[src/hw/rtl/gmm_pkg.sv]
`timescale 1ns / 1ps
// ----------------------------------------------------------------------------
// gmm_pkg: shared types and constants for the grouped min/max/mean block
// Field widths, group record layout, back-end state encoding and the
// packing of the stream buses.
// ----------------------------------------------------------------------------
package gmm_pkg;

   // Field widths of the sample and result transactions.
   localparam int MONTH_W = 4;
   localparam int YEAR_W  = 12;
   localparam int TEMP_W  = 8;
   localparam int MEAN_W  = 15;

   // Accumulator widths. The record count field covers the largest
   // supported group size limit.
   localparam int SUM_W = 24;
   localparam int CNT_W = 24;

   // Mean scaling to hundredths and the divider that follows it.
   localparam int SCALE      = 100;
   localparam int SCALED_W   = 30;
   localparam int DIV_STEPS  = SCALED_W;
   localparam int STEP_W     = $clog2(DIV_STEPS);
   localparam int MEAN_LIMIT = 128 * SCALE;

   // Stream bus widths, whole bytes.
   localparam int REQ_TDATA_W = 24;
   localparam int RSP_TDATA_W = 48;

   // Defaults for the top-level parameters.
   localparam int MAX_GROUP_SAMPLES_DEFAULT = 65535;
   localparam int QUEUE_DEPTH_DEFAULT       = 4;

   // Reset values of the running extremes.
   localparam logic signed [TEMP_W-1:0] TEMP_LOW  = 8'sh80;
   localparam logic signed [TEMP_W-1:0] TEMP_HIGH = 8'sh7F;

   // Clamp limits of the running sum.
   localparam logic signed [SUM_W-1:0] SUM_HIGH = 24'sh7FFFFF;
   localparam logic signed [SUM_W-1:0] SUM_LOW  = 24'sh800000;

   // One closed group, as handed from the front end to the back end.
   typedef struct packed {
      logic [MONTH_W-1:0]        month;
      logic signed [TEMP_W-1:0]  t_min;
      logic signed [TEMP_W-1:0]  t_max;
      logic signed [SUM_W-1:0]   sum;
      logic [CNT_W-1:0]          count;
      logic [YEAR_W-1:0]         year;
      logic                      is_final;
   } gmm_rec_type;

   // Up to two group records written into the queue in one cycle.
   typedef struct packed {
      logic        close_valid;
      logic        final_valid;
      gmm_rec_type close_rec;
      gmm_rec_type final_rec;
   } gmm_push_type;

   // One result transaction.
   typedef struct packed {
      logic [MONTH_W-1:0]        group_month;
      logic signed [TEMP_W-1:0]  group_min;
      logic signed [TEMP_W-1:0]  group_max;
      logic signed [MEAN_W-1:0]  group_mean_centi;
      logic [YEAR_W-1:0]         series_year;
      logic                      final_result;
   } gmm_result_type;

   // Back-end sequencer states.
   typedef enum logic [1:0] {
      BK_IDLE,
      BK_SCALE,
      BK_DIVIDE,
      BK_EMIT
   } gmm_back_state_type;

endpackage

[src/hw/rtl/gmm_front.sv]
`timescale 1ns / 1ps
// ----------------------------------------------------------------------------
// gmm_front: sample accumulator
// Takes one sample per cycle while the queue has room, tracks the open month
// group and hands the closed group and the final group to the queue as records.
// ----------------------------------------------------------------------------
module gmm_front #(
   parameter int MAX_GROUP_SAMPLES = gmm_pkg::MAX_GROUP_SAMPLES_DEFAULT
) (
   input  logic                              clock,
   input  logic                              reset,
   input  logic                              item_valid,
   output logic                              item_ready,
   input  logic [gmm_pkg::MONTH_W-1:0]       month,
   input  logic [gmm_pkg::YEAR_W-1:0]        year,
   input  logic signed [gmm_pkg::TEMP_W-1:0] temp,
   input  logic                              last,
   input  logic                              room,
   output gmm_pkg::gmm_push_type             push
);

   localparam int CNT_BITS = $clog2(MAX_GROUP_SAMPLES + 1);

   // Open group state.
   logic                              open_ff, open_in;
   logic [gmm_pkg::MONTH_W-1:0]       month_ff, month_in;
   logic signed [gmm_pkg::TEMP_W-1:0] min_ff, min_in;
   logic signed [gmm_pkg::TEMP_W-1:0] max_ff, max_in;
   logic signed [gmm_pkg::SUM_W-1:0]  sum_ff, sum_in;
   logic [CNT_BITS-1:0]               count_ff, count_in;

   logic                              accept;
   logic                              close;
   logic signed [gmm_pkg::TEMP_W-1:0] base_min, base_max, new_min, new_max;
   logic signed [gmm_pkg::SUM_W-1:0]  base_sum, new_sum;
   logic signed [gmm_pkg::SUM_W:0]    sum_wide;
   logic [CNT_BITS-1:0]               base_count, new_count;

   // A sample is taken only when the queue can absorb two records.
   assign item_ready = room;
   assign accept     = item_valid && room;

   // A month change closes the open group before this sample counts.
   assign close = open_ff && (month != month_ff);

   always_comb begin
      base_min   = close ? gmm_pkg::TEMP_HIGH : min_ff;
      base_max   = close ? gmm_pkg::TEMP_LOW  : max_ff;
      base_sum   = close ? '0 : sum_ff;
      base_count = close ? '0 : count_ff;

      new_min = (temp < base_min) ? temp : base_min;
      new_max = (temp > base_max) ? temp : base_max;

      // Saturating add, clamped to the signed sum range.
      sum_wide = (gmm_pkg::SUM_W+1)'(base_sum) + (gmm_pkg::SUM_W+1)'(temp);
      if (sum_wide[gmm_pkg::SUM_W] != sum_wide[gmm_pkg::SUM_W-1]) begin
         new_sum = sum_wide[gmm_pkg::SUM_W] ? gmm_pkg::SUM_LOW : gmm_pkg::SUM_HIGH;
      end else begin
         new_sum = sum_wide[gmm_pkg::SUM_W-1:0];
      end

      // Once the count reaches its limit, sum and count hold.
      if (base_count < CNT_BITS'(MAX_GROUP_SAMPLES)) begin
         new_count = base_count + 1'b1;
      end else begin
         new_sum   = base_sum;
         new_count = base_count;
      end
   end

   // Records for the queue: the closed group first, then the final one.
   always_comb begin
      push.close_valid        = accept && close;
      push.final_valid        = accept && last;
      push.close_rec.month    = month_ff;
      push.close_rec.t_min    = min_ff;
      push.close_rec.t_max    = max_ff;
      push.close_rec.sum      = sum_ff;
      push.close_rec.count    = gmm_pkg::CNT_W'(count_ff);
      push.close_rec.year     = '0;
      push.close_rec.is_final = 1'b0;
      push.final_rec.month    = month;
      push.final_rec.t_min    = new_min;
      push.final_rec.t_max    = new_max;
      push.final_rec.sum      = new_sum;
      push.final_rec.count    = gmm_pkg::CNT_W'(new_count);
      push.final_rec.year     = year;
      push.final_rec.is_final = 1'b1;
   end

   // Next group state: a last sample ends the series and clears everything.
   always_comb begin
      open_in  = open_ff;
      month_in = month_ff;
      min_in   = min_ff;
      max_in   = max_ff;
      sum_in   = sum_ff;
      count_in = count_ff;
      if (accept) begin
         if (last) begin
            open_in  = 1'b0;
            month_in = '0;
            min_in   = gmm_pkg::TEMP_HIGH;
            max_in   = gmm_pkg::TEMP_LOW;
            sum_in   = '0;
            count_in = '0;
         end else begin
            open_in  = 1'b1;
            month_in = month;
            min_in   = new_min;
            max_in   = new_max;
            sum_in   = new_sum;
            count_in = new_count;
         end
      end
   end

   always_ff @(posedge clock) begin
      if (reset) begin
         open_ff  <= 1'b0;
         month_ff <= '0;
         min_ff   <= gmm_pkg::TEMP_HIGH;
         max_ff   <= gmm_pkg::TEMP_LOW;
         sum_ff   <= '0;
         count_ff <= '0;
      end else begin
         open_ff  <= open_in;
         month_ff <= month_in;
         min_ff   <= min_in;
         max_ff   <= max_in;
         sum_ff   <= sum_in;
         count_ff <= count_in;
      end
   end

endmodule

[src/hw/rtl/gmm_queue.sv]
`timescale 1ns / 1ps
// ----------------------------------------------------------------------------
// gmm_queue: group record queue
// Short queue between accumulator and divider. Takes up to two records a
// cycle and gives one record a cycle from its head.
// ----------------------------------------------------------------------------
module gmm_queue #(
   parameter int QUEUE_DEPTH = gmm_pkg::QUEUE_DEPTH_DEFAULT
) (
   input  logic                  clock,
   input  logic                  reset,
   input  gmm_pkg::gmm_push_type push,
   output logic                  room,
   output logic                  head_valid,
   output gmm_pkg::gmm_rec_type  head,
   input  logic                  pop
);

   localparam int PTR_W  = $clog2(QUEUE_DEPTH);
   localparam int FILL_W = $clog2(QUEUE_DEPTH + 1);

   gmm_pkg::gmm_rec_type entry_ff [QUEUE_DEPTH];

   logic [PTR_W-1:0]  wr_ptr_ff, wr_ptr_in;
   logic [PTR_W-1:0]  rd_ptr_ff, rd_ptr_in;
   logic [FILL_W-1:0] fill_ff, fill_in;
   logic [PTR_W-1:0]  wr_next;
   logic [PTR_W-1:0]  final_ptr;
   logic              pop_ok;

   function automatic logic [PTR_W-1:0] wrap_inc(input logic [PTR_W-1:0] ptr);
      wrap_inc = (ptr == PTR_W'(QUEUE_DEPTH - 1)) ? '0 : ptr + 1'b1;
   endfunction

   assign room       = fill_ff <= FILL_W'(QUEUE_DEPTH - 2);
   assign head_valid = fill_ff != '0;
   assign head       = entry_ff[rd_ptr_ff];
   assign pop_ok     = pop && head_valid;

   // The final record goes behind the closed one when both arrive together.
   assign wr_next   = wrap_inc(wr_ptr_ff);
   assign final_ptr = push.close_valid ? wr_next : wr_ptr_ff;

   always_comb begin
      wr_ptr_in = wr_ptr_ff;
      if (push.close_valid && push.final_valid) begin
         wr_ptr_in = wrap_inc(wr_next);
      end else if (push.close_valid || push.final_valid) begin
         wr_ptr_in = wr_next;
      end
      rd_ptr_in = pop_ok ? wrap_inc(rd_ptr_ff) : rd_ptr_ff;
      fill_in   = fill_ff + FILL_W'(push.close_valid) + FILL_W'(push.final_valid)
                  - FILL_W'(pop_ok);
   end

   // Record storage.
   always_ff @(posedge clock) begin
      if (push.close_valid) begin
         entry_ff[wr_ptr_ff] <= push.close_rec;
      end
      if (push.final_valid) begin
         entry_ff[final_ptr] <= push.final_rec;
      end
   end

   always_ff @(posedge clock) begin
      if (reset) begin
         wr_ptr_ff <= '0;
         rd_ptr_ff <= '0;
         fill_ff   <= '0;
      end else begin
         wr_ptr_ff <= wr_ptr_in;
         rd_ptr_ff <= rd_ptr_in;
         fill_ff   <= fill_in;
      end
   end

endmodule

[src/hw/rtl/gmm_back.sv]
`timescale 1ns / 1ps
// ----------------------------------------------------------------------------
// gmm_back: mean divider and result register
// Pops one group record, scales the sum to hundredths, divides it by the
// count one quotient bit per cycle and loads the result register.
// ----------------------------------------------------------------------------
module gmm_back (
   input  logic                    clock,
   input  logic                    reset,
   input  logic                    head_valid,
   input  gmm_pkg::gmm_rec_type    head,
   output logic                    pop,
   output logic                    rsp_valid,
   input  logic                    rsp_ready,
   output gmm_pkg::gmm_result_type rsp_data
);

   gmm_pkg::gmm_back_state_type state_ff, state_in;

   gmm_pkg::gmm_rec_type          rec_ff;
   logic [gmm_pkg::SCALED_W-1:0]  quo_ff;
   logic [gmm_pkg::CNT_W-1:0]     rem_ff;
   logic [gmm_pkg::STEP_W-1:0]    step_ff;
   logic                          neg_ff;
   logic                          out_valid_ff;
   gmm_pkg::gmm_result_type       out_ff;

   logic                          out_load;
   logic                          div_done;
   logic [gmm_pkg::SUM_W-1:0]     abs_sum;
   logic [gmm_pkg::CNT_W:0]       rem_shift;
   logic                          fits;
   logic [gmm_pkg::CNT_W:0]       rem_next;
   logic [gmm_pkg::MEAN_W-1:0]    quo_low;
   logic [gmm_pkg::MEAN_W-1:0]    mean;

   assign div_done = step_ff == gmm_pkg::STEP_W'(gmm_pkg::DIV_STEPS - 1);

   // Next state.
   always_comb begin
      state_in = state_ff;
      unique case (state_ff)
         gmm_pkg::BK_IDLE: begin
            if (head_valid) state_in = gmm_pkg::BK_SCALE;
         end
         gmm_pkg::BK_SCALE: begin
            state_in = gmm_pkg::BK_DIVIDE;
         end
         gmm_pkg::BK_DIVIDE: begin
            if (div_done) state_in = gmm_pkg::BK_EMIT;
         end
         gmm_pkg::BK_EMIT: begin
            if (out_load) state_in = gmm_pkg::BK_IDLE;
         end
         default: begin
            state_in = gmm_pkg::BK_IDLE;
         end
      endcase
   end

   // State outputs.
   always_comb begin
      pop      = 1'b0;
      out_load = 1'b0;
      unique case (state_ff)
         gmm_pkg::BK_IDLE: begin
            pop = head_valid;
         end
         gmm_pkg::BK_EMIT: begin
            out_load = !out_valid_ff || rsp_ready;
         end
         default: begin
            pop      = 1'b0;
            out_load = 1'b0;
         end
      endcase
   end

   // Restoring division step: magnitude of sum*100 over the count.
   always_comb begin
      abs_sum   = rec_ff.sum[gmm_pkg::SUM_W-1] ? (~rec_ff.sum + 1'b1) : rec_ff.sum;
      rem_shift = {rem_ff, quo_ff[gmm_pkg::SCALED_W-1]};
      fits      = rem_shift >= {1'b0, rec_ff.count};
      rem_next  = fits ? (rem_shift - {1'b0, rec_ff.count}) : rem_shift;
      quo_low   = quo_ff[gmm_pkg::MEAN_W-1:0];
      if (rec_ff.count == '0) begin
         mean = '0;
      end else if (neg_ff) begin
         mean = ~quo_low + 1'b1;
      end else begin
         mean = quo_low;
      end
   end

   // Divider datapath.
   always_ff @(posedge clock) begin
      if (pop) begin
         rec_ff <= head;
      end
      if (state_ff == gmm_pkg::BK_SCALE) begin
         neg_ff  <= rec_ff.sum[gmm_pkg::SUM_W-1];
         quo_ff  <= gmm_pkg::SCALED_W'(abs_sum) * gmm_pkg::SCALED_W'(gmm_pkg::SCALE);
         rem_ff  <= '0;
         step_ff <= '0;
      end else if (state_ff == gmm_pkg::BK_DIVIDE) begin
         quo_ff  <= {quo_ff[gmm_pkg::SCALED_W-2:0], fits};
         rem_ff  <= rem_next[gmm_pkg::CNT_W-1:0];
         step_ff <= step_ff + 1'b1;
      end
   end

   // Result register payload.
   always_ff @(posedge clock) begin
      if (out_load) begin
         out_ff.group_month      <= rec_ff.month;
         out_ff.group_min        <= rec_ff.t_min;
         out_ff.group_max        <= rec_ff.t_max;
         out_ff.group_mean_centi <= mean;
         out_ff.series_year      <= rec_ff.year;
         out_ff.final_result     <= rec_ff.is_final;
      end
   end

   always_ff @(posedge clock) begin
      if (reset) begin
         state_ff     <= gmm_pkg::BK_IDLE;
         out_valid_ff <= 1'b0;
      end else begin
         state_ff <= state_in;
         if (out_load) begin
            out_valid_ff <= 1'b1;
         end else if (rsp_ready) begin
            out_valid_ff <= 1'b0;
         end
      end
   end

   assign rsp_valid = out_valid_ff;
   assign rsp_data  = out_ff;

   // A new result only appears when the sequencer finishes a division.
   assert property (@(posedge clock) disable iff (reset)
      $rose(out_valid_ff) |-> $past(state_ff) == gmm_pkg::BK_EMIT)
      else $error("result register loaded outside the emit state");

   // Scaling always follows a pop from the queue.
   assert property (@(posedge clock) disable iff (reset)
      state_ff == gmm_pkg::BK_SCALE |-> $past(pop))
      else $error("scale step entered without a popped record");

   // The mean magnitude never exceeds 128 degrees in hundredths.
   assert property (@(posedge clock) disable iff (reset)
      (state_ff == gmm_pkg::BK_EMIT && rec_ff.count != '0)
      |-> quo_ff <= gmm_pkg::SCALED_W'(gmm_pkg::MEAN_LIMIT))
      else $error("division quotient out of range");

   // The divider stays in the divide state until the last quotient bit is formed.
   assert property (@(posedge clock) disable iff (reset)
      state_ff == gmm_pkg::BK_DIVIDE && !div_done |=> state_ff == gmm_pkg::BK_DIVIDE)
      else $error("division left before all quotient bits were formed");

endmodule

[src/hw/rtl/grouped_min_max_mean.sv]
`timescale 1ns / 1ps
// Samples are taken one per cycle while the record queue has two free slots.
// Each reported group passes through the back end in order: a pop, the scale
// step, the bit-serial divider (one quotient bit per cycle) and the load of the
// result register. Synchronous active-high reset clears the open group, the
// queue and the result valid flag; the block is ready as soon as reset drops.
// ----------------------------------------------------------------------------
// grouped_min_max_mean: per-month running min, max and mean
// Groups consecutive samples with the same month and reports each closed
// group and the final group of a series with its min, max and mean.
// ----------------------------------------------------------------------------
module grouped_min_max_mean #(
   parameter int MAX_GROUP_SAMPLES = gmm_pkg::MAX_GROUP_SAMPLES_DEFAULT,
   parameter int QUEUE_DEPTH       = gmm_pkg::QUEUE_DEPTH_DEFAULT
) (
   input  logic                            clock,
   input  logic                            reset,
   // Sample transactions.
   input  logic                            req_tvalid,
   output logic                            req_tready,
   // [3:0] month_number, [15:4] year_number, [23:16] temperature
   input  logic [gmm_pkg::REQ_TDATA_W-1:0] req_tdata,
   input  logic                            req_tlast,
   // Result transactions.
   output logic                            rsp_tvalid,
   input  logic                            rsp_tready,
   // [3:0] group_month, [11:4] group_min, [19:12] group_max,
   // [34:20] group_mean_centi, [46:35] series_year, [47] zero
   output logic [gmm_pkg::RSP_TDATA_W-1:0] rsp_tdata,
   output logic                            rsp_tlast
);

   gmm_pkg::gmm_push_type   push;
   gmm_pkg::gmm_rec_type    head;
   gmm_pkg::gmm_result_type result;
   logic                    room;
   logic                    head_valid;
   logic                    pop;

   // Sample unpacking.
   logic [gmm_pkg::MONTH_W-1:0]       month_number;
   logic [gmm_pkg::YEAR_W-1:0]        year_number;
   logic signed [gmm_pkg::TEMP_W-1:0] temperature;

   assign month_number = req_tdata[3:0];
   assign year_number  = req_tdata[15:4];
   assign temperature  = req_tdata[23:16];

   gmm_front #(
      .MAX_GROUP_SAMPLES(MAX_GROUP_SAMPLES)
   ) u_front (
      .clock     (clock),
      .reset     (reset),
      .item_valid(req_tvalid),
      .item_ready(req_tready),
      .month     (month_number),
      .year      (year_number),
      .temp      (temperature),
      .last      (req_tlast),
      .room      (room),
      .push      (push)
   );

   gmm_queue #(
      .QUEUE_DEPTH(QUEUE_DEPTH)
   ) u_queue (
      .clock     (clock),
      .reset     (reset),
      .push      (push),
      .room      (room),
      .head_valid(head_valid),
      .head      (head),
      .pop       (pop)
   );

   gmm_back u_back (
      .clock     (clock),
      .reset     (reset),
      .head_valid(head_valid),
      .head      (head),
      .pop       (pop),
      .rsp_valid (rsp_tvalid),
      .rsp_ready (rsp_tready),
      .rsp_data  (result)
   );

   // Result packing.
   assign rsp_tdata = {1'b0, result.series_year, result.group_mean_centi,
                       result.group_max, result.group_min, result.group_month};
   assign rsp_tlast = result.final_result;

endmodule
[config.mk]
export PLATFORM = sky130hd
export DESIGN_NAME = grouped_min_max_mean
export DESIGN_NICKNAME = d
export VERILOG_FILES = /design/src/hw/rtl/gmm_pkg.sv /design/src/hw/rtl/gmm_front.sv /design/src/hw/rtl/gmm_queue.sv /design/src/hw/rtl/gmm_back.sv /design/src/hw/rtl/grouped_min_max_mean.sv
export SDC_FILE = /design/constraint.sdc
export NUM_CORES = 1
export LEC_CHECK = 0
export BUFFER_PORTS_ARGS = -buffer_cell sky130_fd_sc_hd__buf_2
export CAP_MARGIN = 10
export CORE_ASPECT_RATIO = 1.25
export CORE_MARGIN = 4
export CORE_UTILIZATION = 57
export CTS_BUF_LIST = sky130_fd_sc_hd__clkbuf_8 sky130_fd_sc_hd__clkbuf_16
export CTS_CLUSTER_DIAMETER = 40
export DETAILED_ROUTE_END_ITERATION = 7
export PLACE_DENSITY = 0.73
export SLEW_MARGIN = 40
export SYNTH_ARGS = -nofsm -noshare
export SYNTH_HDL_FRONTEND = slang
export SYNTH_SLANG_ARGS = --single-unit
export TNS_END_PERCENT = 10
[constraint.sdc]
create_clock -name clock -period 14.4 [get_ports clock]
set_input_delay 0.72 -clock clock [delete_from_list [all_inputs] [get_ports clock]]
set_output_delay 0.72 -clock clock [all_outputs]
set_load 0.01 [all_outputs]
==> impl_metrics.yaml <==
cts:
  clock_path_buffers: 3
  cts_tree: "built"
  clk_pin_slew_ns: 0.06
  clkLatencyLatePin_ns: 0.62
  cts.repair.resized: 0
  post_cts_buffers: 0
  clockRootBuffer: "clkbuf_16"
  htreeDepth: 3
  postCtsHoldBufs: 0
  cts_buffers: 70
  clock-sinks: 544
yosys:
  synth-async-reset-ratio: 0
  synth_fa_ha_area_frac: 0.07717
  synth_simple_gate_area_frac: 0.1232
  synth_top_area_frac: 0.4404
  yosysTopAreaCell: "edfxtp_1"
  synth_top_family_by_area: "compound AO/OA/AOI/OAI gates"
  synth_cell_types: 81
  synth.area.mux_share: 0.05861
  synth_area_per_cell_sq_um: 11.16
  synth_compound_area_frac: 0.1568
  synth_edf_count: 438
  netlist_top_cells_count: "438 x edfxtp_1, 246 x nand2_1, 237 x o21ai_0"
  ys_seq_area_frac: 0.5115
  synth-seq-cells: 544
  synth_xor_area_frac: 0.03369
  synthesis.nets: 2876
  synth_flop_cell: "edfxtp_1"
  synth_top_cells_by_area: "edfxtp_1 44%, dfxtp_1 7.1%, ha_1 6.2%, mux4_2 5.5%, o21ai_0 4.0%"
  syn_inst: 2676
  yosysMostFrequentCell: "edfxtp_1"
  yosys_warnings: 0
  netlist_area_sq_mm: 0.02986
finish:
  ff_latch_area_sq_mm: 0.01528
  finish.net_count: 2898
  multi_input_area_sq_mm: 0.01353
  post_route_cells_drive_above_1_share: 0.1365
  synthToLayoutAreaGrowth_pct: 11.53
  num-fill-cells: 3886
  fin_area_sq_mm: 0.03331
placed_design:
  gp_congestion: 0.9047
  port_buffers: 78
  placed_area_sq_mm: 0.03085
  dpl.hpwl_microns: 50440
timing:
  fin_tns_setup_ns: 0
  drv_slew: 0
  max_freq_mhz: 145.7
  fin_crit_sh: 0.4765
  finalHoldViolCount: 0
  finalSetupViolCount: 0
  min_period_ns: 6.862
  worstMarginPinSlew_ns: 0.9019
  rsz0062_at_grt: "no"
  skew_ns: 0.02977
  relSlewSlack: 0.3970
setup_path:
  cpLargestDelayFamily: "compound AO/OA/AOI/OAI gates"
  cp-end-kind: "flop"
  cpPeakStageDelay_ns: 0.66
  crit_arrival_ns: 7.17
  crit_path_frequent_cell: "o21ai_0"
  cp_slowest_cell: "buf_4"
  cp.required_ns: 14.71
  path_cells: "xor2_1 > o41ai_4 > buf_4 > and2_1 > ha_1 > a211oi_1 > o21ai_0 > a21oi_1 > o21ai_0 > a221o_1 > a21o_1 > a21o_1 > xor2_1 > ha_1 > clkinv_1 > nor3_1 > a22oi_1 > nand2_1 > o22ai_1 > o21ai_0"
  path_class: "flop to flop"
  worst-path-buf-inv: 2
  start_kind: "flop"
  crit_fanout: 68
drt:
  routedWlPerCell_microns: 22.95
  totalWireLength_microns: 78480
  drt_iter0_drc: 2786
  route.detailed.drc: 0
  first_pass_iters: 6
  ant_nets: 0
  vias_per_cell: 6.493
  vias: 22210
grt:
  grt_antenna_before_repair: 2
  first_global_vias: 22190
  grt_use_total: 0.2772
  grt-ovfl-total: 0
  grt_max_degree: 74
  grt_first_pass_wirelength_microns: 122700
floorplan:
  start_util: 0.5780
  die-area_sq_mm: 0.05614
  fp.dieW_microns: 212.7
  row_count: 93
  die_h_microns: 263.9
  core_sq_mm: 0.05166
  io_pins: 80
run_status:
  outcome: "complete, no violations"
flow_run:
  cap_violations: 0
hold_path:
  min_path_type: "input port to flop"
==> worst paths after layout <==
| kind | startpoint | endpoint | slack, ns | cells past startpoint |
|---|---|---|---|---|
| setup / recovery | u_front.month_ff[3] | u_queue.entry_ff[0][51] | 7.54 | 20 |
| hold / removal | req_tdata[6] | u_queue.entry_ff[2][3] | 0.42 | 2 |
| setup reg to reg | u_front.month_ff[3] | u_queue.entry_ff[0][51] | 7.54 | 20 |
| hold reg to reg | u_back.rec_ff[3] | u_back.rsp_data[3] | 0.42 | 0 |
==> stage by stage <==
stage,instances,worst slack (ns),hold slack (ns),util
after floorplan,2676,7.985,0.4003,-
after global placement,3289,6.846,0.4002,0.5960
after detailed placement,3291,7.210,0.4045,0.5971
after CTS,3419,7.647,0.3894,0.6444
after global routing,3420,7.164,0.4206,0.6447
final,3420,7.538,0.4162,0.6447
==> cell families (layout without fill, tap and decap cells) <==
logic type,after synthesis,after routing
XOR/XNOR,114,114
AO/OA/AOI/OAI,683,683
multiplexers,83,83
other,1,2
adder cells (fa/ha/maj),171,171
buffers and inverters,307,385
AND/OR/NAND/NOR,773,773
flip-flops,544,544
==> routing by layer <==
metal / share of wire / vias to the layer above / GRT usage / routed length (microns)
li1: - / 10080 / - / -
met1: 0.38 / 10760 / 0.3511 / 29560
met2: 0.49 / 1106 / 0.4642 / 38420
met3: 0.085 / 254 / 0.04537 / 6680
met4: 0.049 / 0 / 0.1343 / 3817
met5: 0 / - / 0 / 0
==> flip-flops by register name (all words and copies together) (netlist names), 5 cells and up <==
register	count
u_front.sum_ff	24
u_front.count_ff	16
u_back.rec_ff	73
u_back.rsp_data	48
u_front.min_ff	8
u_queue.entry_ff	292
u_front.max_ff	8
u_back.quo_ff	30
u_back.step_ff	5
u_back.rem_ff	24
==> worst reg2reg max path, delay by kind of cell (launching register included) <==
kind	cells	cell delay, ns
compound gates	11	3.41
xor+xnor	2	0.33
fa+ha+maj	2	0.57
buf+inv	2	0.86
flops	1	0.44
simple gates	3	0.96
==> area by class of cell <==
cell class	instances	area share
antenna	1	0.00007513
clock buffer	76	0.05541
clock inverter	52	0.01792
inverter	145	0.01642
multi-input combinational	1825	0.4062
sequential	544	0.4588
tap	665	0.02498
timing repair buffer	112	0.02014
==> layout by cell type (no fill, tap or decap), drive strengths merged, types with 9 or more instances in the layout <==
master	instances
o21ai	245
and3	17
nor2b	17
o22a	9
a31oi	12
o211ai	10
nand2	246
or3	13
buf	112
nor2	165
a211oi	23
ha	149
inv	156
clkinv	29
o21a	11
mux4	73
nand2b	14
dfxtp	106
o41ai	12
nor3	45
o22ai	17
a21oi	81
edfxtp	438
nand4	18
o31ai	27
fa	22
clkbuf	76
nand3	107
xor2	52
and2	82
a21o	32
nor4	12
a311oi	16
a22o	84
o221a	21
a22oi	16
xnor2	62
Power is not shown: default switching activity piles up to over one toggle a cycle in this logic, so the estimate is an artifact.
